`config.mk`:
```
export PLATFORM = sky130hd
export DESIGN_NAME = fmu_div_cell
export DESIGN_NICKNAME = d
export VERILOG_FILES = /design/src/rtl/fmu_pkg.sv /design/src/rtl/fmu_div_cell.sv
export SDC_FILE = /design/constraint.sdc
export NUM_CORES = 1
export LEC_CHECK = 0
export BUFFER_PORTS_ARGS = -buffer_cell sky130_fd_sc_hd__buf_4
export CAP_MARGIN = 20
export CORE_MARGIN = 8
export CORE_UTILIZATION = 49
export DETAILED_ROUTE_END_ITERATION = 8
export PLACE_DENSITY = 0.81
export SLEW_MARGIN = 20
export SYNTH_ARGS = -nofsm -noshare
export SYNTH_HDL_FRONTEND = slang
export SYNTH_SLANG_ARGS = --single-unit
```
`constraint.sdc`:
```
create_clock -name clk_i -period 0.8 [get_ports clk_i]
set_clock_uncertainty 0.15 [all_clocks]
set_input_delay 0.12 -clock clk_i [delete_from_list [all_inputs] [get_ports clk_i]]
set_output_delay 0.12 -clock clk_i [all_outputs]
set_load 0.01 [all_outputs]
```
`src/rtl/fmu_pkg.sv`:
```
package fmu_pkg;

  // Default widths.
  localparam int SAMPLE_BITS_DEF = 16;
  localparam int FRAC_BITS_DEF   = 15;
  localparam int PT_BITS         = 16;

  // Inverse quadratic fixed point: k*d^2 has 24 fraction bits, D saturates at 2^56.
  localparam int IQ_FRAC      = 24;
  localparam int IQ_LIMIT_EXP = 56;
  localparam int DEN_BITS     = IQ_LIMIT_EXP + 1;

  // Shape codes.
  localparam logic [2:0] SHAPE_RISE  = 3'd0;
  localparam logic [2:0] SHAPE_FALL  = 3'd1;
  localparam logic [2:0] SHAPE_TRI   = 3'd2;
  localparam logic [2:0] SHAPE_TRAP  = 3'd3;
  localparam logic [2:0] SHAPE_SCURV = 3'd4;
  localparam logic [2:0] SHAPE_BELL  = 3'd5;
  localparam logic [2:0] SHAPE_INVQ  = 3'd6;

  // Hedge codes.
  localparam logic [1:0] HEDGE_NONE     = 2'd0;
  localparam logic [1:0] HEDGE_SQRT     = 2'd1;
  localparam logic [1:0] HEDGE_SQUARE   = 2'd2;
  localparam logic [1:0] HEDGE_CONTRAST = 2'd3;

  // Register indexes.
  localparam logic [2:0] REG_SHAPE = 3'd0;
  localparam logic [2:0] REG_HEDGE = 3'd1;
  localparam logic [2:0] REG_PA    = 3'd2;
  localparam logic [2:0] REG_PB    = 3'd3;
  localparam logic [2:0] REG_PC    = 3'd4;
  localparam logic [2:0] REG_PD    = 3'd5;
  localparam logic [2:0] REG_STEEP = 3'd6;

  // Configuration seen by the front end.
  typedef struct packed {
    logic [2:0]         shape_mode;
    logic [1:0]         hedge_mode;
    logic signed [15:0] point_a;
    logic signed [15:0] point_b;
    logic signed [15:0] point_c;
    logic signed [15:0] point_d;
    logic [15:0]        steepness;
  } cfg_t;

  // Per-item control that rides down the pipeline with the data.
  typedef struct packed {
    logic       bad;    // breakpoints out of order, or bell b below 2
    logic [1:0] hedge;  // hedge to apply at the end
    logic       ovr;    // ratio replaced by a constant
    logic       one;    // the constant is one, else zero
    logic       sq;     // apply the saturated twice-square
    logic       inv;    // take one minus the value
    logic       iq;     // inverse quadratic division
  } side_t;

endpackage

```
`src/rtl/fmu_div_cell.sv`:
```
module fmu_div_cell #(
  parameter int DW = fmu_pkg::DEN_BITS,
  parameter int QW = fmu_pkg::FRAC_BITS_DEF + 1
) (
  input  logic           clk_i,
  input  logic           rst_ni,
  input  logic           valid_i,
  input  fmu_pkg::side_t side_i,
  input  logic [DW-1:0]  rem_i,
  input  logic [QW-1:0]  low_i,
  input  logic [DW-1:0]  den_i,
  input  logic [QW-1:0]  quo_i,
  output logic           valid_o,
  output fmu_pkg::side_t side_o,
  output logic [DW-1:0]  rem_o,
  output logic [QW-1:0]  low_o,
  output logic [DW-1:0]  den_o,
  output logic [QW-1:0]  quo_o
);

  logic [DW:0] trial;
  logic        ge;

  // One restoring quotient bit: bring down the next dividend bit and try a subtract.
  assign trial = {rem_i, low_i[QW-1]};
  assign ge    = (trial >= {1'b0, den_i});

  always_ff @(posedge clk_i or negedge rst_ni) begin
    if (!rst_ni) begin
      valid_o <= 1'b0;
    end else begin
      valid_o <= valid_i;
    end
  end

  always_ff @(posedge clk_i) begin
    side_o <= side_i;
    rem_o  <= ge ? DW'(trial - {1'b0, den_i}) : DW'(trial);
    low_o  <= low_i << 1;
    den_o  <= den_i;
    quo_o  <= {quo_i[QW-2:0], ge};
  end

endmodule

```
==> flow_summary.yaml, run 1 <==
floorplan:
  die_w_um: 140.0
  fp.dieH_um: 140.0
  row_count: 45
  pin_count: 312
  start_util: 0.4976
clock_tree:
  hold_buffers: 140
  postCtsSetupBuffers: 40
  clockBufferDepth: 2
  root_buffer: "clkbuf_16"
  clock_sinks: 154
  htreeDepth: 4
  ctsResizeCount: 425
  cts_made_buffers: 17
logic_synthesis:
  yosysWarnings: 0
  seq_area_frac_synth: 0.4097
  netlist_area_sq_um: 7537
  ys.flop_type: "dfxtp_1"
  synthCells: 893
  synth_edf_count: 0
  ys_types: 62
  synth-async-reset-ratio: 0.006494
  synth_nets: 1108
  syn_area_per_cell_sq_um: 8.440
  synth_seq_cells: 154
place:
  place_congestion: 0.9185
  place_area_sq_um: 12000
  pre_cts_ws_ns: -2.372
  portBuffers: 309
  hpwl_um: 24350
outcome:
  lastStage: "clock tree synthesis"
  tool.error: "[ERROR DPL-0038] Utilization greater than 100%, impossible to legalize"
  status: "aborted with a tool error"
## synthesized netlist by cell type (3+ instances only)
library cell | instances | share of area
dfxtp_1 | 153 | 0.41
nand2_1 | 98 | 0.049
o21ai_0 | 93 | 0.062
a21oi_1 | 78 | 0.052
inv_1 | 76 | 0.038
ha_1 | 57 | 0.095
nor2_1 | 43 | 0.021
clkbuf_1 | 41 | 0.020
a21o_1 | 31 | 0.031
nand4_1 | 31 | 0.026
xnor2_1 | 28 | 0.033
xor2_1 | 21 | 0.024
nor3_1 | 15 | 0.010
nand3_1 | 11 | 0.0073
o21bai_1 | 10 | 0.010
o21a_1 | 7 | 0.0070
o31ai_1 | 7 | 0.0070
nand2b_1 | 6 | 0.0050
nor2b_1 | 6 | 0.0050
o211ai_1 | 6 | 0.0060
a211oi_1 | 5 | 0.0050
a31oi_1 | 4 | 0.0033
and3_1 | 4 | 0.0033
buf_2 | 4 | 0.0027
mux2_2 | 4 | 0.0060
a31o_2 | 3 | 0.0035
or3_1 | 3 | 0.0025
## stage by stage
step / cells / TNS (ns) / hold slack [ns]
after detailed placement: 1594 / -129.55 / -0.2525
after global placement: 1594 / -125.17 / -0.2475
after floorplan: 893 / -100.77 / -0.3256
## kinds of logic after synthesis
logic type	Yosys count	share of synthesized area
xor+xnor	49	0.05694
compound gates	268	0.2156
flops	154	0.4097
other cells	1	0.0004975
simple gates	232	0.1446
mux	5	0.007304
fa+ha+maj	58	0.09728
buf+inv	126	0.06806
==> run 2, diff against run 1 <==
--- a/config.mk
+++ b/config.mk
@@ -8,9 +8,9 @@
 export BUFFER_PORTS_ARGS = -buffer_cell sky130_fd_sc_hd__buf_4
 export CAP_MARGIN = 20
 export CORE_MARGIN = 8
-export CORE_UTILIZATION = 49
+export CORE_UTILIZATION = 40
 export DETAILED_ROUTE_END_ITERATION = 8
-export PLACE_DENSITY = 0.81
+export PLACE_DENSITY_LB_ADDON = 0.15
 export SLEW_MARGIN = 20
 export SYNTH_ARGS = -nofsm -noshare
 export SYNTH_HDL_FRONTEND = slang
==> flow_summary.yaml, run 2 <==
power:
  seq_power_share: 0.317
  power_frac_comb: 0.391
  intPower_mw: 19.32
  p_per_area_nw_per_um2: 1767
  total_power_mw: 29.05
  ir_drop_mv: 1.576
  power_frac_clock: 0.292
  power_switching_mw: 9.728
  p_sw_frac: 0.3349
  total_leakage_power_nw: 7.813
hold_path:
  hold_depth: 1
  hold_end: "den_o[0]$_DFF_P_"
  holdCritPathClass: "primary input to register"
  min-delay-start: "den_i[0]"
floorplan:
  pin_count: 312
  start_util: 0.4057
  core-area_sq_um: 18580
  fp.dieH_um: 153.3
  row_count: 50
  die_w_um: 153.3
  die_area_sq_um: 23490
final_layout:
  n_fill_cell: 863
  drive_gt1_frac: 0.5927
  biggestRegsByFlops: "den_o: 57 flops, rem_o: 57 flops, quo_o: 16 flops"
  area_growth_pct: 118.1
  final_cell_mix: "buf_4 (420), buf_6 (172), dfxtp_2 (147)"
  finalNonFillerCells: 1870
  fin_nets: 1837
  stdcell_area_sq_um: 16440
  final_common_cell: "buf_4"
  utilization: 0.8849
logic_synthesis:
  syn_area_per_cell_sq_um: 8.440
  synth_seq_cells: 154
  synth_common_cells: "dfxtp_1 (153), nand2_1 (98), o21ai_0 (93), a21oi_1 (78), inv_1 (76)"
  yosysTopAreaCellShare: 0.4064
  synthAdderAreaFrac: 0.09728
  ys.flop_type: "dfxtp_1"
  synthCells: 893
  yosys.area_share.simple: 0.1446
  yosysMostFrequentCell: "dfxtp_1"
  ys_types: 62
  synthXorXnorAreaFrac: 0.05694
  synth_top_family_by_area: "compound AO/OA/AOI/OAI gates"
  synth_edf_count: 0
  synthMuxAreaShare: 0.007304
  netlist_area_sq_um: 7537
  synth_nets: 1108
  yosysWarnings: 0
  synth-async-reset-ratio: 0.006494
  synth-compound-area-share: 0.2156
  synth_top_cell_by_area: "dfxtp_1"
  yosys-top-cells-area: "dfxtp_1 (41%), ha_1 (9.5%), o21ai_0 (6.2%), a21oi_1 (5.2%), nand2_1 (4.9%)"
  seq_area_frac_synth: 0.4097
critical_path:
  crit_fanout: 3
  worstPathArrival_ns: 2.89
  crit_path_end_kind: "register"
  crit_start: "low_i[15]"
  worstSetupPathType: "primary input to register"
  worstPathRequired_ns: 0.97
  start_kind: "primary input"
global_route:
  grt.busiest_layer: "met2"
  antenna_found_initial: 1
  met3_usage: 0.08176
  use_met1: 0.3162
  grt_max_degree: 20
  grt_pass1_vias: 10592
  grt.overflow.total: 0
  grt_usage: 0.3033
  grt_use_met2: 0.5578
  grt_pass1_wl_um: 57010
route:
  drtIter0Drc: 618
  drt-wirelength-per-cell_um: 20.84
  dr.pass1.iters: 5
  viasPerCell: 5.332
  ant_nets: 0
  drc_errors: 0
  routed_wl_um: 38980
  vias: 9971
sta:
  maxSlewHeadroom: 0.6366
  tns_ns: -159.30
  hold_slack_ns: -0.3321
  finalMaxSlewViolations: 0
  fin_ws_ns: -1.921
  rsz0062_at_grt: "yes"
  timing.final.crit_period_ns: 2.721
  tightest_slew_ns: 0.5395
  fmax_mhz: 367.5
  finalSetupViolations: 212
  hold_viol: 17
  finalCritPeriodShare: 3.402
place:
  place_area_sq_um: 12150
  portBuffers: 309
  pre_cts_ws_ns: -2.420
  place_inst: 1652
  place_congestion: 0.9116
  hpwl_um: 23080
job:
  max_cap_violations: 0
clock_tree:
  hold_buffers: 138
  cts_made_buffers: 17
  htreeDepth: 4
  cts_tree: "yes"
  clockBufferDepth: 2
  root_buffer: "clkbuf_16"
  path_clk_slew_ns: 0.08
  clock_sinks: 154
outcome:
  failed_checks: "negative hold slack, negative setup slack"
  status: "finished, violations left"
==> run 2: cell counts after synthesis <==
No cell type changed its count.
==> run 2: logic make-up (layout without fill, tap and decap cells) <==
kind of cell             count (synthesis)  after routing
buffers and inverters                  126            868
AND/OR/NAND/NOR                        232            232
adder cells (fa/ha/maj)                 58             58
XOR/XNOR                                49             49
multiplexers                             5              5
flip-flops                             154            154
other                                    1              2
AO/OA/AOI/OAI                          268            268
==> run 2: cell type report <==
| class | instances | area [sq um] | area share |
|---|---|---|---|
| clock inverter | 15 | 197.7 | 0.01202 |
| timing repair buffer | 758 | 7044 | 0.4284 |
| antenna | 1 | 2.502 | 0.0001522 |
| tap | 234 | 292.8 | 0.01781 |
| inverter | 77 | 329.1 | 0.02001 |
| timing repair inverter | 1 | 11.26 | 0.0006849 |
| multi-input combinational | 613 | 4867 | 0.2960 |
| sequential | 154 | 3272 | 0.1990 |
| clock buffer | 17 | 425.4 | 0.02587 |
==> run 2: worst max path at each step <==
stage	to	slack [ns]	cells after the start
2_1_floorplan	rem_o[27]$_DFF_P_	-1.85	15
3_3_place_gp	rem_o[52]$_DFF_P_	-2.41	14
3_5_place_dp	rem_o[52]$_DFF_P_	-2.42	14
4_1_cts	rem_o[52]$_DFF_P_	-1.78	14
5_1_grt	rem_o[43]$_DFF_P_	-2.00	17
6_report	rem_o[54]$_DFF_P_	-1.92	15
==> run 2: power groups by stage <==
stage                     Clock, mW  Sequential, mW  Combinational (mW)
after CTS                      8.52            9.09                10.3
after global routing           8.89            9.27                12.0
final                          8.49            9.20                11.4
after global placement            0            8.98                7.99
after detailed placement          0            8.98                8.07
after floorplan                   0            9.44                3.07
==> run 2: metal layers <==
metal  wire [um]  part of all wire
met5           0                 0
met2       20110              0.52
met3        3207             0.082
met4        1790             0.046
met1       13870              0.36
==> run 2: worst max-delay path, stage by stage <==
cell	delay (ns)
buf_12	0.11
inv_12	0.04
ha_4	0.11
inv_2	0.04
fa_2	0.36
a21o_1	0.23
a31o_4	0.23
o211ai_1	0.29
nand4_1	0.28
nand3_2	0.22
buf_6	0.13
nand2_4	0.05
o41ai_4	0.33
xor2_1	0.24
o21ai_1	0.11
==> run 2: timing repair <==
| item | in CTS | in global routing |
|---|---|---|
| gates cloned | 7 | 4 |
| setup endpoints to repair | 212 | 212 |
| resized for setup | 422 | 156 |
| buffers inserted | 31 | 11 |
| endpoints found under the hold margin | 153 | 14 |
| pin swaps | 84 | 43 |
(Power assumes the default switching activity.)
