<file path="config.mk">
export PLATFORM = sky130hd
export DESIGN_NAME = fmu_sqrt_cell
export DESIGN_NICKNAME = d
export VERILOG_FILES = /design/src/rtl/fmu_pkg.sv /design/src/rtl/fmu_sqrt_cell.sv
export SDC_FILE = /design/constraint.sdc
export NUM_CORES = 1
export LEC_CHECK = 0
export ABC_CLOCK_PERIOD_IN_PS = 950
export BUFFER_PORTS_ARGS = -buffer_cell sky130_fd_sc_hd__buf_2
export CORE_UTILIZATION = 45
export CTS_BUF_LIST = sky130_fd_sc_hd__clkbuf_4
export CTS_CLUSTER_SIZE = 24
export DETAILED_ROUTE_END_ITERATION = 12
export GPL_ROUTABILITY_DRIVEN = 0
export PLACE_DENSITY = 0.9
export SLEW_MARGIN = 20
export SYNTH_ARGS = -nofsm -noshare
export SYNTH_HDL_FRONTEND = slang
export SYNTH_SLANG_ARGS = --single-unit
</file>
<file path="constraint.sdc">
create_clock -name clk_i -period 0.95 [get_ports clk_i]
set_clock_uncertainty 0.05 [all_clocks]
set_input_delay 0.1425 -clock clk_i [delete_from_list [all_inputs] [get_ports clk_i]]
set_output_delay 0.1425 -clock clk_i [all_outputs]
set_load 0.01 [all_outputs]
</file>
<file path="src/rtl/fmu_pkg.sv">
package fmu_pkg;

  // Default widths.
  localparam int SAMPLE_BITS_DEF = 16;
  localparam int FRAC_BITS_DEF   = 15;
  localparam int PT_BITS         = 16;

  // Inverse quadratic fixed point: k*d^2 has 24 fraction bits, D saturates at 2^56.
  localparam int IQ_FRAC      = 24;
  localparam int IQ_LIMIT_EXP = 56;
  localparam int DEN_BITS     = IQ_LIMIT_EXP + 1;

  // Shape codes.
  localparam logic [2:0] SHAPE_RISE  = 3'd0;
  localparam logic [2:0] SHAPE_FALL  = 3'd1;
  localparam logic [2:0] SHAPE_TRI   = 3'd2;
  localparam logic [2:0] SHAPE_TRAP  = 3'd3;
  localparam logic [2:0] SHAPE_SCURV = 3'd4;
  localparam logic [2:0] SHAPE_BELL  = 3'd5;
  localparam logic [2:0] SHAPE_INVQ  = 3'd6;

  // Hedge codes.
  localparam logic [1:0] HEDGE_NONE     = 2'd0;
  localparam logic [1:0] HEDGE_SQRT     = 2'd1;
  localparam logic [1:0] HEDGE_SQUARE   = 2'd2;
  localparam logic [1:0] HEDGE_CONTRAST = 2'd3;

  // Register indexes.
  localparam logic [2:0] REG_SHAPE = 3'd0;
  localparam logic [2:0] REG_HEDGE = 3'd1;
  localparam logic [2:0] REG_PA    = 3'd2;
  localparam logic [2:0] REG_PB    = 3'd3;
  localparam logic [2:0] REG_PC    = 3'd4;
  localparam logic [2:0] REG_PD    = 3'd5;
  localparam logic [2:0] REG_STEEP = 3'd6;

  // Configuration seen by the front end.
  typedef struct packed {
    logic [2:0]         shape_mode;
    logic [1:0]         hedge_mode;
    logic signed [15:0] point_a;
    logic signed [15:0] point_b;
    logic signed [15:0] point_c;
    logic signed [15:0] point_d;
    logic [15:0]        steepness;
  } cfg_t;

  // Per-item control that rides down the pipeline with the data.
  typedef struct packed {
    logic       bad;    // breakpoints out of order, or bell b below 2
    logic [1:0] hedge;  // hedge to apply at the end
    logic       ovr;    // ratio replaced by a constant
    logic       one;    // the constant is one, else zero
    logic       sq;     // apply the saturated twice-square
    logic       inv;    // take one minus the value
    logic       iq;     // inverse quadratic division
  } side_t;

endpackage

</file>
<file path="src/rtl/fmu_sqrt_cell.sv">
module fmu_sqrt_cell #(
  parameter int QW = fmu_pkg::FRAC_BITS_DEF + 1
) (
  input  logic            clk_i,
  input  logic            rst_ni,
  input  logic            valid_i,
  input  fmu_pkg::side_t  side_i,
  input  logic [QW-1:0]   m_i,
  input  logic [2*QW-1:0] rad_i,
  input  logic [QW+1:0]   rem_i,
  input  logic [QW-1:0]   root_i,
  output logic            valid_o,
  output fmu_pkg::side_t  side_o,
  output logic [QW-1:0]   m_o,
  output logic [2*QW-1:0] rad_o,
  output logic [QW+1:0]   rem_o,
  output logic [QW-1:0]   root_o
);

  logic [QW+3:0] trial;
  logic [QW+3:0] sub;
  logic          ge;

  // One root digit: bring down two radicand bits and try subtracting 4y+1.
  assign trial = {rem_i, rad_i[2*QW-1 -: 2]};
  assign sub   = (QW+4)'({root_i, 2'b01});
  assign ge    = (trial >= sub);

  always_ff @(posedge clk_i or negedge rst_ni) begin
    if (!rst_ni) begin
      valid_o <= 1'b0;
    end else begin
      valid_o <= valid_i;
    end
  end

  always_ff @(posedge clk_i) begin
    side_o <= side_i;
    m_o    <= m_i;
    rad_o  <= rad_i << 2;
    rem_o  <= ge ? (QW+2)'(trial - sub) : (QW+2)'(trial);
    root_o <= {root_i[QW-2:0], ge};
  end

endmodule

</file>
==> results.yml, run 1 <==
status:
  outcome: "did not finish"
  stop_stage: "5_1_grt"
  stop_error: "[ERROR DPL-0038] Utilization greater than 100%, impossible to legalize"
clock_network:
  cts_sinks: 89
  cts_root_buf: "clkbuf_4"
  ctsHtreeMaxLevel: 3
  numCtsBuffers: 9
  cts_max_path_buffers: 2
yosys:
  synth_async_sr_flop_share_pct: 1.124
  yosysUniqueCellTypes: 44
  synth_seq_cells: 89
  syn_inst: 255
  synthFlopType: "dfxtp_1"
  yosysTopAreaCellShare_pct: 58.67
  synth-edff-count: 0
  synthTopCellsByArea: "dfxtp_1 59%, ha_1 7.5%, mux2_2 4.9%"
  yosysWarnings: 0
  synth_area_mm2: 0.003003
  avgSynthCellArea_um2: 11.78
  synth.yosys.seq_area_share_pct: 59.50
  synth_top_area_cell: "dfxtp_1"
floorplan:
  rows: 29
  num_io_pins: 184
  dieWidth_um: 83.69
  start_util_pct: 47.02
  die_h_um: 83.69
sta:
  endpoint_type: "register input"
  worst_endpoint: "rem_o[10]$_DFF_P_/D"
place:
  dpl_cell_area_mm2: 0.004702
  io_buffer_count: 181
  hpwl_um: 6695
grt:
  grt_max_degree: 17
-- kinds of logic after synthesis --
logic type | count (synthesis) | share of synthesized area (%)
other | 1 | 0.1249
adder cells (fa/ha/maj) | 18 | 7.500
buffers and inverters | 26 | 3.833
AND/OR/NAND/NOR | 46 | 7.459
AO/OA/AOI/OAI | 43 | 10.88
XOR/XNOR | 14 | 4.083
multiplexers | 18 | 6.625
flip-flops | 89 | 59.50
-- timing repair --
action / in CTS
buffers inserted: 7
resized for setup: 67
hold buffers: 88
pin swaps: 13
setup endpoints to repair: 108
hold endpoints to repair: 87
-- Yosys cell counts (4+ instances only) --
cell / n
a21oi_1: 15
dfxtp_1: 88
ha_1: 18
inv_1: 20
mux2_2: 13
nand2_1: 12
nand3_1: 5
nor2_1: 11
nor3_1: 6
o21a_1: 6
xnor2_1: 10
xor2_1: 4
-- metrics by stage --
stage                     setup TNS, ns  utilization [%]  worst slack, ns  std cells  hold WS [ns]
after floorplan                  -15.34                -          -0.9142        256       -0.2031
after global placement           -18.72            73.63           -1.118        564       -0.1318
after detailed placement         -19.38            73.63           -1.147        564       -0.1256
after CTS                        -22.24            94.22          -0.5303        675      0.003313
==> run 2: changes to the inputs <==
- CORE_UTILIZATION: 45 -> 30
- CTS_BUF_LIST: sky130_fd_sc_hd__clkbuf_4 -> not set
- CTS_CLUSTER_SIZE: 24 -> not set
- PLACE_DENSITY: 0.9 -> not set
- PLACE_DENSITY_LB_ADDON: not set -> 0.15
==> results.yml, run 2 <==
grt:
  grtUsageMet3_pct: 4.309
  overflow: 0
  first_global_vias: 3079
  antenna_found_initial: 0
  met2_usage_pct: 33.66
  grt_pass1_wl_um: 14120
  grt.busiest_layer: "met2"
  met1_usage_pct: 18.31
  grt_usage_pct: 17.79
  grt_max_degree: 17
final_layout:
  final_layout_size_suffix_gt1_share_pct: 62.42
  largest_register_ffs: 30
  final_cell_mix: "130 x buf_2, 84 x dlygate4sd3_1, 59 x buf_4"
  antenna_cells: 0
  areaGrowthSynthToFinish_pct: 113.5
  mostFrequentLayoutCell: "buf_2"
  fin_area_mm2: 0.006412
  top_regs: "rad_o: 30 flops, rem_o: 18 flops"
  fin_cells: 729
  fin_nets: 702
  max_flop_register: "rad_o"
place:
  hpwl_um: 6177
  dp.cells: 621
  io_buffer_count: 181
  dpl_cell_area_mm2: 0.004792
clock_network:
  cts_sinks: 89
  cts_max_path_buffers: 2
  clk_pin_slew_ns: 0.09
  ctsHtreeMaxLevel: 3
  cts_root_buf: "clkbuf_8"
  cts_tree: "built"
  numCtsBuffers: 9
yosys:
  synthTopCellsByArea: "dfxtp_1 59%, ha_1 7.5%, mux2_2 4.9%"
  yosysUniqueCellTypes: 44
  synth_top_area_cell: "dfxtp_1"
  yosysTopAreaCellShare_pct: 58.67
  yosysWarnings: 0
  avgSynthCellArea_um2: 11.78
  synth.yosys.seq_area_share_pct: 59.50
  synth.most_common_cell: "dfxtp_1"
  synthFlopType: "dfxtp_1"
  syn_inst: 255
  synth_async_sr_flop_share_pct: 1.124
  synth_seq_cells: 89
  synth-edff-count: 0
  yosys-top-cells-count: "88 x dfxtp_1, 20 x inv_1, 18 x ha_1"
  synth_area_mm2: 0.003003
setup_path:
  cp-start-kind: "input pin"
  worst-setup-path-type: "input pin to flip-flop"
  crit_arrival_ns: 1.83
  critical_path_required_ns: 1.15
  cp-end-kind: "flip-flop"
  crit_path_max_fanout: 3
floorplan:
  design.core.area_mm2: 0.009729
  rows: 36
  die_area_mm2: 0.01041
  die_h_um: 102.0
  dieWidth_um: 102.0
  num_io_pins: 184
  start_util_pct: 30.86
sta:
  tns_ns: -15.01
  clock.fmax_mhz: 614.6
  grt_setup_unrepaired: "true"
  setup_viol: 108
  report.final.slew_viol_count: 0
  min_period_ns: 1.627
  fin_crit_sh_pct: 171.3
  hold_ws_ns: 0.02369
  hold_viol_final: 0
  setup_ws_ns: -0.6771
detailed_routing:
  drc: 0
  first_iter_violations: 38
  vias_per_cell: 4.246
  routed_wirelength_um: 10080
  dr.pass1.iters: 4
  antenna_left: 0
  wl_per_cell_um: 13.83
  via_count: 3095
status:
  outcome: "finished with violations"
  failed_checks: "negative setup slack"
min_path:
  hold_path_class: "input pin to asynchronous set/reset pin"
pwr:
  p_leak_nw: 3.064
  power.density_mw_per_mm2: 1561
  vdd_drop_max_mv: 0.7657
  p_total_mw: 10.01
job:
  max-cap-violations: 0
[run 2: cell counts after synthesis]
No cell type changed its count.
[run 2: metal layers]
| layer | routed length [µm] | up-vias |
|---|---|---|
| li1 | - | 1538 |
| met2 | 5417 | 115 |
| met1 | 3815 | 1427 |
| met5 | 0 | - |
| met3 | 690 | 15 |
| met4 | 156 | 0 |
[run 2: cell type report]
type                       count  area [µm²]
inverter                      20       112.6
clock buffer                  10       137.6
fill                         782        3317
multi-input combinational    141        1465
tap                          133       166.4
timing repair buffer         330        2595
sequential                    89        1838
clock inverter                 6       97.59
[run 2: logic make-up (layout without fill, tap and decap cells)]
kind of cell / count (synthesis) / count (layout) / synth area share [%]
buffers and inverters: 26 / 366 / 3.833
and+or+nand+nor: 46 / 46 / 7.459
xor gates and xnor gates: 14 / 14 / 4.083
AOI/OAI and AO/OA: 43 / 43 / 10.88
other: 1 / 2 / 0.1249
muxes: 18 / 18 / 6.625
adders and majority gates: 18 / 18 / 7.500
DFF: 89 / 89 / 59.50
[run 2: stage by stage]
| stage | setup slack [ns] | util (%) |
|---|---|---|
| final | -0.6771 | 65.91 |
| after global routing | -0.7271 | 65.91 |
| after CTS | -0.6635 | 63.41 |
| after detailed placement | -1.220 | 49.25 |
| after global placement | -1.131 | 49.25 |
| after floorplan | -0.9142 | - |
[run 2: timing repair]
item	4_1_cts	5_1_grt
setup buffers	10	0
gates resized for setup	60	77
pin swaps	22	10
gates cloned	1	0
hold buffers	84	0
setup endpoints to repair	108	108
endpoints found under the hold margin	84	0
[run 2: where the power goes]
group | internal [mW] | switching [mW]
Clock | 1.59 | 1.40
Combinational | 1.70 | 1.09
Sequential | 4.10 | 0.128
Total | 7.39 | 2.62
[run 2: critical path, stage by stage]
cell	delay [ns]
buf_8	0.08
inv_4	0.03
ha_4	0.26
nand2_2	0.06
o31a_1	0.34
o21ai_4	0.17
a41oi_4	0.13
buf_6	0.14
nor2b_4	0.11
xnor2_1	0.12
mux2_4	0.25
[run 2: worst paths after layout]
kind                       startpoint         to  slack [ns]  cells past startpoint
worst max-delay path        root_i[2]  rem_o[13]       -0.68                     11
worst min-delay path           rst_ni    valid_o        0.02                      2
max in group asynchronous      rst_ni    valid_o        0.74                      2
min in group clk_i          rem_i[14]  rem_o[16]        0.06                      3
(Power assumes the default switching activity.)
==> run 3: changes to the inputs <==
- CELL_PAD_IN_SITES_DETAIL_PLACEMENT: not set -> 0
- CELL_PAD_IN_SITES_GLOBAL_PLACEMENT: not set -> 2
- CORE_UTILIZATION: 30 -> 26
==> results.yml, run 3 (synthesis gave the netlist of run 2 again) <==
grt:
  overflow: 0
  first_global_vias: 2972
  grt_usage_pct: 16.04
  grt_max_degree: 16
  antenna_found_initial: 0
  grt_pass1_wl_um: 14280
pwr:
  p_leak_nw: 3.107
  vdd_drop_max_mv: 1.226
  p_total_mw: 10.84
  power.density_mw_per_mm2: 1668
final_layout:
  final_layout_size_suffix_gt1_share_pct: 63.26
  final_cell_mix: "131 x buf_2, 77 x dlygate4sd3_1, 65 x buf_4"
  antenna_cells: 0
  max_flop_register: "rad_o"
  fillCellCount: 934
  post-route-util_pct: 58.89
  multi_input_area_mm2: 0.001444
  largest_register_ffs: 30
  mostFrequentLayoutCell: "buf_2"
  regArea_mm2: 0.001838
  fin_area_mm2: 0.006496
  areaGrowthSynthToFinish_pct: 116.3
  top_regs: "rad_o: 30 flops, rem_o: 18 flops"
  fin_cells: 736
  fin_nets: 703
sta:
  hold_ws_ns: 0.02229
  setup_ws_ns: -0.7371
  min_period_ns: 1.687
  tns_ns: -13.23
  hold_viol_final: 0
  clock.fmax_mhz: 592.7
  report.final.slew_viol_count: 0
  setup_viol: 92
  grt_setup_unrepaired: "true"
  fin_crit_sh_pct: 177.6
clock_network:
  cts_max_path_buffers: 2
  cts_sinks: 89
  cts_root_buf: "clkbuf_16"
  numCtsBuffers: 9
  ctsHtreeMaxLevel: 3
  clk_pin_slew_ns: 0.07
  cts_tree: "built"
job:
  max-cap-violations: 0
place:
  hpwl_um: 6491
  io_buffer_count: 181
  pre_cts_ws_ns: -1.214
  dpl_cell_area_mm2: 0.004786
  dp.cells: 626
setup_path:
  worst-setup-path-type: "input pin to flip-flop"
  crit_arrival_ns: 1.87
  crit_path_max_fanout: 4
  cp-end-kind: "flip-flop"
  crit_start: "root_i[2]"
  critical_path_required_ns: 1.13
  cp-start-kind: "input pin"
  cp-endpoint: "rem_o[13]"
floorplan:
  die_h_um: 109.5
  num_io_pins: 184
  die_area_mm2: 0.01198
  dieWidth_um: 109.5
  rows: 38
  start_util_pct: 27.22
  design.core.area_mm2: 0.01103
detailed_routing:
  routed_wirelength_um: 10070
  antenna_left: 0
  wl_per_cell_um: 13.68
  drc: 0
  vias_per_cell: 4.130
  via_count: 3040
  dr.pass1.iters: 4
  first_iter_violations: 105
status:
  failed_checks: "negative setup slack"
  outcome: "finished with violations"
min_path:
  hold_path_class: "input pin to flip-flop"
  hold_path_depth: 2
-- run 3: cell types whose count changed in the layout (fill, tap and decap cells not counted), sizes merged --
| cell | previous run | this run |
|---|---|---|
| clkinv | 2 | 1 |
| buf | 246 | 254 |
| inv | 22 | 21 |
| clkbuf | 10 | 11 |
| dlygate4sd3 | 84 | 77 |
-- run 3: worst min-delay path by stage --
stage / start / endpoint / slack, ns
3_5_place_dp: rst_ni / valid_o / -0.13
3_3_place_gp: rst_ni / valid_o / -0.13
6_report: rem_i[8] / rem_o[10] / 0.02
5_1_grt: rem_i[8] / rem_o[10] / 0.02
4_1_cts: rem_i[8] / rem_o[10] / 0.007
2_1_floorplan: rst_ni / valid_o / -0.20
-- run 3: layer usage --
| metal | share of wire, % | track usage (%) | vias to the layer above |
|---|---|---|---|
| met5 | 0 | 0 | - |
| met4 | 1.6 | 7.429 | 0 |
| met3 | 7.1 | 4.209 | 11 |
| met2 | 51 | 28.75 | 107 |
| met1 | 40 | 17.60 | 1375 |
| li1 | - | - | 1547 |
-- run 3: area by class of cell --
cell class                 instances  area share, %
sequential                        89          28.29
clock inverter                     4          1.194
timing repair buffer             331          40.16
clock buffer                      11          3.737
tap                              140          2.696
multi-input combinational        141          22.23
inverter                          20          1.695
-- run 3: repair_timing --
item                                    CTS  global route
endpoints found under the setup margin  108           108
gates resized for setup                  55            74
pin swaps                                16             7
setup buffers                            10             8
gates cloned                              1             0
hold buffers                             77             0
hold endpoints to repair                 77             0
-- run 3: critical path, cell delays in order --
cell     delay, ns
buf_6         0.08
inv_4         0.03
ha_4          0.27
nand2_2       0.05
o31a_1        0.36
o21ai_4       0.19
a41oi_4       0.13
buf_6         0.14
nor2b_4       0.11
xnor2_1       0.12
mux2_4        0.25
-- run 3: power by group --
group	switching [mW]	internal, mW
clock	1.46	2.38
combinational	1.08	1.70
sequential	0.122	4.10
