File: src/rtl/fmu_pkg.sv
package fmu_pkg;

  // Default widths.
  localparam int SAMPLE_BITS_DEF = 16;
  localparam int FRAC_BITS_DEF   = 15;
  localparam int PT_BITS         = 16;

  // Inverse quadratic fixed point: k*d^2 has 24 fraction bits, D saturates at 2^56.
  localparam int IQ_FRAC      = 24;
  localparam int IQ_LIMIT_EXP = 56;
  localparam int DEN_BITS     = IQ_LIMIT_EXP + 1;

  // Shape codes.
  localparam logic [2:0] SHAPE_RISE  = 3'd0;
  localparam logic [2:0] SHAPE_FALL  = 3'd1;
  localparam logic [2:0] SHAPE_TRI   = 3'd2;
  localparam logic [2:0] SHAPE_TRAP  = 3'd3;
  localparam logic [2:0] SHAPE_SCURV = 3'd4;
  localparam logic [2:0] SHAPE_BELL  = 3'd5;
  localparam logic [2:0] SHAPE_INVQ  = 3'd6;

  // Hedge codes.
  localparam logic [1:0] HEDGE_NONE     = 2'd0;
  localparam logic [1:0] HEDGE_SQRT     = 2'd1;
  localparam logic [1:0] HEDGE_SQUARE   = 2'd2;
  localparam logic [1:0] HEDGE_CONTRAST = 2'd3;

  // Register indexes.
  localparam logic [2:0] REG_SHAPE = 3'd0;
  localparam logic [2:0] REG_HEDGE = 3'd1;
  localparam logic [2:0] REG_PA    = 3'd2;
  localparam logic [2:0] REG_PB    = 3'd3;
  localparam logic [2:0] REG_PC    = 3'd4;
  localparam logic [2:0] REG_PD    = 3'd5;
  localparam logic [2:0] REG_STEEP = 3'd6;

  // Configuration seen by the front end.
  typedef struct packed {
    logic [2:0]         shape_mode;
    logic [1:0]         hedge_mode;
    logic signed [15:0] point_a;
    logic signed [15:0] point_b;
    logic signed [15:0] point_c;
    logic signed [15:0] point_d;
    logic [15:0]        steepness;
  } cfg_t;

  // Per-item control that rides down the pipeline with the data.
  typedef struct packed {
    logic       bad;    // breakpoints out of order, or bell b below 2
    logic [1:0] hedge;  // hedge to apply at the end
    logic       ovr;    // ratio replaced by a constant
    logic       one;    // the constant is one, else zero
    logic       sq;     // apply the saturated twice-square
    logic       inv;    // take one minus the value
    logic       iq;     // inverse quadratic division
  } side_t;

endpackage

File: src/rtl/fmu_front.sv
module fmu_front #(
  parameter int SAMPLE_BITS = fmu_pkg::SAMPLE_BITS_DEF,
  parameter int FRAC_BITS   = fmu_pkg::FRAC_BITS_DEF
) (
  input  logic                          clk_i,
  input  logic                          rst_ni,
  input  logic                          valid_i,
  input  logic signed [SAMPLE_BITS-1:0] sample_i,
  input  fmu_pkg::cfg_t                 cfg_i,
  output logic                          valid_o,
  output fmu_pkg::side_t                side_o,
  output logic [fmu_pkg::DEN_BITS-1:0]  rem_o,
  output logic [FRAC_BITS:0]            low_o,
  output logic [fmu_pkg::DEN_BITS-1:0]  den_o
);

  localparam int W  = ((SAMPLE_BITS > fmu_pkg::PT_BITS) ? SAMPLE_BITS : fmu_pkg::PT_BITS) + 3;
  localparam int DW = fmu_pkg::DEN_BITS;
  localparam int KW0 = 2 * W + 16;
  localparam int KW = (KW0 > DW + 1) ? KW0 : DW + 1;
  localparam logic [KW-1:0] IQ_LIMIT = KW'(1) << fmu_pkg::IQ_LIMIT_EXP;
  localparam logic [KW-1:0] IQ_BASE  = KW'(1) << fmu_pkg::IQ_FRAC;
  localparam logic [DW-1:0] IQ_REM   = DW'(1) << (fmu_pkg::IQ_FRAC - 1);

  fmu_pkg::side_t        side_d;
  logic [W-1:0]          num_d;
  logic [W-1:0]          den_d;
  logic [W-1:0]          ad_d;

  // Pick the ramp operands and the constant cases for one sample.
  always_comb begin
    logic signed [W-1:0] x, a, b, c, d, h, lo, rn, rd, dxa;
    logic                use_r;
    x      = W'(sample_i);
    a      = W'(cfg_i.point_a);
    b      = W'(cfg_i.point_b);
    c      = W'(cfg_i.point_c);
    d      = W'(cfg_i.point_d);
    h      = b >>> 1;
    lo     = a - b;
    rn     = '0;
    rd     = W'(1);
    use_r  = 1'b0;
    side_d = '0;
    side_d.hedge = cfg_i.hedge_mode;
    side_d.ovr   = 1'b1;
    unique case (cfg_i.shape_mode) inside
      fmu_pkg::SHAPE_RISE, fmu_pkg::SHAPE_FALL: begin
        if (!(a < b)) begin
          side_d.bad = 1'b1;
        end else begin
          use_r      = 1'b1;
          rn         = x - a;
          rd         = b - a;
          side_d.inv = (cfg_i.shape_mode == fmu_pkg::SHAPE_FALL);
        end
      end
      fmu_pkg::SHAPE_TRI: begin
        if (!(a < b && b < c)) begin
          side_d.bad = 1'b1;
        end else if (x < a || x >= c) begin
          side_d.one = 1'b0;
        end else if (x < b) begin
          use_r = 1'b1;
          rn    = x - a;
          rd    = b - a;
        end else begin
          use_r = 1'b1;
          rn    = c - x;
          rd    = c - b;
        end
      end
      fmu_pkg::SHAPE_TRAP: begin
        if (!(a < b && b < c && c < d)) begin
          side_d.bad = 1'b1;
        end else if (x < a || x >= d) begin
          side_d.one = 1'b0;
        end else if (x >= b && x < c) begin
          side_d.one = 1'b1;
        end else if (x < b) begin
          use_r = 1'b1;
          rn    = x - a;
          rd    = b - a;
        end else begin
          use_r = 1'b1;
          rn    = d - x;
          rd    = d - c;
        end
      end
      fmu_pkg::SHAPE_SCURV: begin
        if (!(a < b && b < c)) begin
          side_d.bad = 1'b1;
        end else if (x < a) begin
          side_d.one = 1'b0;
        end else if (x >= c) begin
          side_d.one = 1'b1;
        end else if (x < b) begin
          use_r     = 1'b1;
          rn        = x - a;
          rd        = c - a;
          side_d.sq = 1'b1;
        end else begin
          use_r      = 1'b1;
          rn         = c - x;
          rd         = c - a;
          side_d.sq  = 1'b1;
          side_d.inv = 1'b1;
        end
      end
      fmu_pkg::SHAPE_BELL: begin
        if (b < W'(2)) begin
          side_d.bad = 1'b1;
        end else if (x < a) begin
          // Left half: rising S-curve from a-b to a.
          if (x < lo) begin
            side_d.one = 1'b0;
          end else if (x < a - h) begin
            use_r     = 1'b1;
            rn        = x - lo;
            rd        = b;
            side_d.sq = 1'b1;
          end else begin
            use_r      = 1'b1;
            rn         = a - x;
            rd         = b;
            side_d.sq  = 1'b1;
            side_d.inv = 1'b1;
          end
        end else begin
          // Right half: one minus the S-curve from a to a+b.
          if (x >= a + b) begin
            side_d.one = 1'b0;
          end else if (x < a + h) begin
            use_r      = 1'b1;
            rn         = x - a;
            rd         = b;
            side_d.sq  = 1'b1;
            side_d.inv = 1'b1;
          end else begin
            use_r     = 1'b1;
            rn        = a + b - x;
            rd        = b;
            side_d.sq = 1'b1;
          end
        end
      end
      fmu_pkg::SHAPE_INVQ: begin
        side_d.ovr = 1'b0;
        side_d.iq  = 1'b1;
      end
      default: begin
        side_d.one = 1'b0;
      end
    endcase
    // Ramp ratio end points become constants; only the open interior divides.
    if (use_r) begin
      if (rd <= 0) begin
        side_d.one = 1'b1;
      end else if (rn <= 0) begin
        side_d.one = 1'b0;
      end else if (rn >= rd) begin
        side_d.one = 1'b1;
      end else begin
        side_d.ovr = 1'b0;
      end
    end
    num_d = rn;
    den_d = rd;
    dxa   = x - a;
    ad_d  = (dxa < 0) ? -dxa : dxa;
  end

  logic                 v0_q, v1_q, v2_q;
  fmu_pkg::side_t       side0_q, side1_q, side2_q;
  logic [W-1:0]         num0_q, num1_q, num2_q;
  logic [W-1:0]         den0_q, den1_q, den2_q;
  logic [W-1:0]         ad0_q;
  logic [2*W-1:0]       d2_q;
  logic [KW0-1:0]       kd2_q;

  // Valid bits of the front stages.
  always_ff @(posedge clk_i or negedge rst_ni) begin
    if (!rst_ni) begin
      v0_q    <= 1'b0;
      v1_q    <= 1'b0;
      v2_q    <= 1'b0;
      valid_o <= 1'b0;
    end else begin
      v0_q    <= valid_i;
      v1_q    <= v0_q;
      v2_q    <= v1_q;
      valid_o <= v2_q;
    end
  end

  // Square the distance, then scale it by the gain, one product per stage.
  always_ff @(posedge clk_i) begin
    side0_q <= side_d;
    num0_q  <= num_d;
    den0_q  <= den_d;
    ad0_q   <= ad_d;
    side1_q <= side0_q;
    num1_q  <= num0_q;
    den1_q  <= den0_q;
    d2_q    <= ad0_q * ad0_q;
    side2_q <= side1_q;
    num2_q  <= num1_q;
    den2_q  <= den1_q;
    kd2_q   <= KW0'(cfg_i.steepness) * KW0'(d2_q);
  end

  // Load the divider: ramps divide num*2^F, inverse quadratic divides 2^(F+24).
  always_ff @(posedge clk_i) begin
    logic [KW-1:0] kd2_w;
    logic [KW-1:0] dden;
    kd2_w  = KW'(kd2_q);
    dden   = (kd2_w > IQ_LIMIT) ? IQ_LIMIT : IQ_BASE + kd2_w;
    side_o <= side2_q;
    if (side2_q.iq) begin
      rem_o <= IQ_REM;
      low_o <= '0;
      den_o <= DW'(dden);
    end else begin
      rem_o <= DW'(num2_q >> 1);
      low_o <= {num2_q[0], {FRAC_BITS{1'b0}}};
      den_o <= DW'(den2_q);
    end
  end

endmodule

File: config.mk
export PLATFORM = sky130hd
export DESIGN_NAME = fmu_front
export DESIGN_NICKNAME = d
export VERILOG_FILES = /design/src/rtl/fmu_pkg.sv /design/src/rtl/fmu_front.sv
export SDC_FILE = /design/constraint.sdc
export NUM_CORES = 2
export LEC_CHECK = 0
export ABC_AREA = 1
export BUFFER_PORTS_ARGS = -buffer_cell sky130_fd_sc_hd__buf_4
export CAP_MARGIN = 30
export CORE_ASPECT_RATIO = 0.8
export CORE_UTILIZATION = 26
export CTS_BUF_LIST = sky130_fd_sc_hd__clkbuf_8
export CTS_CLUSTER_SIZE = 12
export DETAILED_ROUTE_END_ITERATION = 7
export GPL_TIMING_DRIVEN = 0
export PLACE_DENSITY = 0.45
export SLEW_MARGIN = 25
export SYNTH_ARGS = -nofsm -noshare
export SYNTH_HDL_FRONTEND = slang
export SYNTH_SLANG_ARGS = --single-unit
File: constraint.sdc
create_clock -name clk_i -period 13.12 [get_ports clk_i]
set_input_delay 3.28 -clock clk_i [delete_from_list [all_inputs] [get_ports clk_i]]
set_output_delay 3.28 -clock clk_i [all_outputs]
set_load 0.02 [all_outputs]
* Word level (Yosys, flattened, before mapping)
Cells that the tools add are included.
** Operators by class
- Add/subtract/negate cells :: 16
- Equality and inequality tests :: 6
- Muxes and demuxes :: 84
- $lt $le $gt $ge :: 18
- Multiply operators :: 2
- Reduce and logical (&&, ||, !) cells :: 8
** Operator list (number)
- 2-to-1 mux 19 bit :: 34
- one-hot mux 19 bit (5 select lines) :: 2
- subtractor 16 x 16 -> 17 bit :: 9
- less-than comparator 16 bit :: 6
- adder 25 x 54 -> 55 bit (first input constant) :: 1
- multiplier 16 x 38 -> 54 bit :: 1
- less-than comparator 16 x 17 -> 1 bit :: 3
- greater-or-equal comparator 16 bit :: 3
- <= comparator 19 x 1 -> 1 bit (second input constant) :: 2
- multiplier 19 x 19 -> 38 bit :: 1
- 2-to-1 mux 1 bit :: 34
- 2-to-1 mux 24 bit :: 1
- greater-or-equal comparator 19 bit :: 1
- negator 17 -> 19 bit :: 1
- subtractor 16 x 17 -> 18 bit :: 1
- subtractor 17 x 16 -> 18 bit :: 1
- adder 16 x 15 -> 17 bit :: 1
- adder 16 x 16 -> 17 bit :: 1
- greater-or-equal comparator 16 x 17 -> 1 bit :: 1
- less-than comparator 17 x 1 -> 1 bit (second input constant) :: 1
- subtractor 16 x 15 -> 17 bit :: 1
- less-than comparator 16 x 3 -> 1 bit (second input constant) :: 1
- 2-to-1 mux 2 bit :: 7
- == test 3 bit (second input constant) :: 3
- other kinds (11) :: 17
** Storage, ports and cells
- Word-level logic and storage cells :: 181
- Output and inout bits :: 139
- Flip-flop bits (word level) :: 389

* Logic depth before layout (Yosys ltp)
- Depth in word-level cells :: 12
- Gate-level depth with buffers :: 47
- Mapped depth without buffers :: 45

* Worst setup path after synthesis
OpenSTA, ideal clock, no wires.
- Path type :: input to register
- From :: input port cfg_i[1] (netlist name)
- To :: register kd2_q[49]
- Buffers on the path :: 2
- Slack :: 3.939 ns
- Cell stages on the path :: 25
- Arrival time :: 9.058 ns
- Setup time :: 0.123 ns
- Path through :: clkbuf_1 clkbuf_1 nand2_1 fa_1 inv_1 fa_1 inv_1 fa_1 inv_1 fa_1 inv_1 fa_1 inv_1 fa_1 ha_1 a21o_1 a31oi_1 o21ai_0 a31oi_1 o21ai_0 a21boi_0 o21bai_1 a21oi_1 o21bai_1 xor2_1
** On the way
- Word-level cells in the longest chain between the ends :: 1
** Ends and longest elaborated chain
- start, declared :: RTL line fmu_front.sv:9 : input fmu_pkg::cfg_t cfg_i,
- multiplier 16 x 38 -> 54 bit :: RTL line fmu_front.sv:209 : kd2_q <= KW0'(cfg_i.steepness) * KW0'(d2_q);
- end signal, assigned :: RTL line fmu_front.sv:209
- end, declared :: RTL line fmu_front.sv:179 : logic [KW0-1:0] kd2_q;
No other way between the ends.
A chain may end at the register's enable or synchronous reset.

==> impl_metrics.tcl <==
set metrics [dict create \
    timing_worst_setup_path_type "input pin to register" \
    timing.final.hold_violations 0 \
    cp_num_buf_inv 8 \
    port_buffers 170 \
    synth_enable_flop_cells 0 \
    cts-resized-gates 0 \
    r2r_slack_ps 4840 \
    detail-route-antenna-nets 0 \
    cap_violations 0 \
    most_frequent_cells_in_the_layout "sky130_fd_sc_hd__nand2_1 (1,876), sky130_fd_sc_hd__inv_1 (1,602), sky130_fd_sc_hd__fa_1 (754), sky130_fd_sc_hd__ha_1 (547), sky130_fd_sc_hd__nor2_1 (427)" \
    clock_tree.htree_level_count 2 \
    drt-pass1-iter-count 6 \
    tightestPinTransition_ps 1090 \
    worst_setup_path_start_kind "input pin" \
    place.gp.congestion 0.9597 \
    floorplan.rows 148 \
    fp.dieW_um 509.6 \
    dpl_cell_area_um2 58580 \
    status "complete, no violations" \
    final_routed_wire_length_divided_by_cell_count_um 21.61 \
    max_clock_freq_mhz 90.71 \
    most_common_cell_after_layout_fill_and_taps_aside "sky130_fd_sc_hd__nand2_1" \
    detail_route.wirelength_um 223600 \
    drv_slew 0 \
    fill_cells 22640 \
    syn2layout_area_growth_pct 11.91 \
    initial_antenna_violation_count 7 \
    post-cts-setup-buffer-count 0 \
    crit_slowest_cell "sky130_fd_sc_hd__fa_1" \
    yosys_warnings 0 \
    clock_sink_count 324 \
    critical_path_peak_fanout 10 \
    cts-root-buf "sky130_fd_sc_hd__clkbuf_8" \
    synth-seq-area-share_pct 12.14 \
    tritoncts "done" \
    post_layout_nonfiller_instances 10350 \
    finish.instance_area_um2 59980 \
    final_min_period_over_clock_period_pct 84.03 \
    die_height_um 408.1 \
    netlist_area_um2 53600 \
    synth.area.top_cells "sky130_fd_sc_hd__fa_1 (28%), sky130_fd_sc_hd__nand2_1 (13%), sky130_fd_sc_hd__ha_1 (13%)" \
    yosysTopAreaCell "sky130_fd_sc_hd__fa_1" \
    period_needed_ps 11020 \
    initial_utilization_pct 26.27 \
    cp_common_cell "sky130_fd_sc_hd__inv_1" \
    worst_clock_skew_ps 90.23 \
    core_area_um2 204100 \
    gr-total-overflow 0 \
    timing.slew.headroom_pct 27.32 \
    grt_usage_pct 21.55 \
    post-route-drc-count 0 \
    tritoncts_buffers 57 \
    synth-seq-cells 324 \
    first_global_vias 48560 \
    ctsHoldBuffers 0 \
    drt_iter0_drc 3740 \
    synthDistinctLibCells 62 \
    hpwlAfterDp_um 191200 \
    clockBufferDepth 3 \
    async_flop_share_pct 1.235 \
    rsz_0062_raised_after_global_routing "no" \
    worst_hold_check_path_type "register to register" \
    layout-drive-gt1-share_pct 5.484 \
    synth_cells 7293 \
    finalSetupViolCount 0 \
    yosys_most_used_dff "sky130_fd_sc_hd__dfxtp_1" \
    setup-tns-final_ps 0 \
    worst_ep_arrival_time_ps 11540 \
    endpoint_kind_of_the_worst_setup_timing_path "register" \
    yosysTopAreaCellShare_pct 28.16 \
    clkTransAtPathRegs_ps 60 \
    top_level_ports 243 \
    finalNetCount 9000 \
    die-area_um2 208000 \
    clkLatencyLatePin_ps 740 \
    avgSynthCellArea_um2 7.350 \
    numPlacedInstances 10230 \
    maximum_number_of_pins_on_one_net_before_global_route_repair 19 \
    crit_path_max_incr_delay_ps 580 \
    cp.required_ps 13630 \
    first_pass_grt_wire_length_um 328800 \
    post_drt_via_cell_ratio 4.636 \
    overall_via_count_from_detail_route 47960 \
    cpLargestDelayFamily "compound AO/OA/AOI/OAI gates" \
]
## cells by family after synthesis
kind of cell	Yosys count	synth area share [%]
XOR/XNOR	253	4.134
adder cells (fa/ha/maj)	1301	40.93
other	2	0.01401
flip-flops	324	12.14
multiplexers	1	0.04201
AND/OR/NAND/NOR	2795	21.31
buffers and inverters	1899	13.86
AO/OA/AOI/OAI	718	7.575
## path summary, 6_finish.rpt
kind / startpoint / endpoint / cells after the start
setup / recovery: cfg_i[65] / side0_q[3] / 43
setup reg to reg: ad0_q[6] / d2_q[36] / 23
max in group asynchronous: rst_ni / v0_q / 1
min in group asynchronous: rst_ni / valid_o / 1
hold reg to reg: num1_q[9] / num2_q[9] / 0
hold / removal: num1_q[9] / num2_q[9] / 0
## cell usage after synthesis, types with 4 or more instances
| library cell | count |
|---|---|
| sky130_fd_sc_hd__nor3_1 | 49 |
| sky130_fd_sc_hd__or2_2 | 14 |
| sky130_fd_sc_hd__o21bai_1 | 30 |
| sky130_fd_sc_hd__clkbuf_1 | 174 |
| sky130_fd_sc_hd__ha_1 | 547 |
| sky130_fd_sc_hd__o21ai_1 | 8 |
| sky130_fd_sc_hd__a21boi_0 | 7 |
| sky130_fd_sc_hd__and2_1 | 4 |
| sky130_fd_sc_hd__o21ai_0 | 180 |
| sky130_fd_sc_hd__a21o_1 | 26 |
| sky130_fd_sc_hd__nand2_2 | 11 |
| sky130_fd_sc_hd__o21a_1 | 10 |
| sky130_fd_sc_hd__o221ai_1 | 5 |
| sky130_fd_sc_hd__dfxtp_1 | 320 |
| sky130_fd_sc_hd__fa_1 | 754 |
| sky130_fd_sc_hd__nand2_1 | 1876 |
| sky130_fd_sc_hd__nor4_1 | 20 |
| sky130_fd_sc_hd__xnor2_1 | 83 |
| sky130_fd_sc_hd__a21boi_1 | 4 |
| sky130_fd_sc_hd__dfrtp_1 | 4 |
| sky130_fd_sc_hd__a21oi_1 | 339 |
| sky130_fd_sc_hd__a211oi_1 | 9 |
| sky130_fd_sc_hd__xor2_1 | 170 |
| sky130_fd_sc_hd__nand3b_1 | 25 |
| sky130_fd_sc_hd__inv_1 | 1587 |
| sky130_fd_sc_hd__o2111ai_1 | 10 |
| sky130_fd_sc_hd__nand4_1 | 64 |
| sky130_fd_sc_hd__nor3_2 | 5 |
| sky130_fd_sc_hd__o31ai_1 | 9 |
| sky130_fd_sc_hd__buf_2 | 22 |
| sky130_fd_sc_hd__a21oi_2 | 5 |
| sky130_fd_sc_hd__nand3_1 | 279 |
| sky130_fd_sc_hd__inv_2 | 5 |
| sky130_fd_sc_hd__buf_4 | 67 |
| sky130_fd_sc_hd__nor2_1 | 427 |
| sky130_fd_sc_hd__a31oi_1 | 48 |
| sky130_fd_sc_hd__buf_1 | 39 |
| sky130_fd_sc_hd__o211ai_1 | 17 |
## flip-flops by register name (all words and copies together) (netlist names), 17 cells and up
register / count
rem_o: 18
num1_q: 18
den0_q: 17
kd2_q: 54
d2_q: 37
den_o: 55
den2_q: 17
den1_q: 17
num2_q: 18
ad0_q: 19
num0_q: 18
## metrics by stage
stage,util (%),hold WS (ps),setup slack (ps)
after floorplan,-,309.6,3939
after global routing,29.39,294.8,1626
after detailed placement,28.71,312.1,1584
after CTS,29.36,269.1,2327
after global placement,28.66,309.9,1549
final,29.39,281.6,2095
## metal layers
| metal | up-vias | GRT usage, % | routed length, um |
|---|---|---|---|
| li1 | 22580 | - | - |
| met1 | 23660 | 31.54 | 107100 |
| met2 | 1525 | 32.91 | 96390 |
| met3 | 200 | 3.054 | 14540 |
| met4 | 0 | 5.251 | 5559 |
| met5 | - | 0 | 0 |
## final cells by class
class | count | area, um^2 | area share [%]
Antenna cell | 5 | 12.51 | 0.02086
Buffer | 305 | 1448 | 2.413
Clock buffer | 70 | 963.4 | 1.606
Clock inverter | 34 | 367.9 | 0.6133
Inverter | 1594 | 5983 | 9.975
Multi-Input combinational cell | 5131 | 39890 | 66.51
Sequential cell | 324 | 6506 | 10.85
Tap cell | 2700 | 3378 | 5.632
Timing Repair Buffer | 182 | 1430 | 2.384
Power is not shown: default switching activity piles up to over one toggle a cycle in this logic, so the estimate is an artifact.
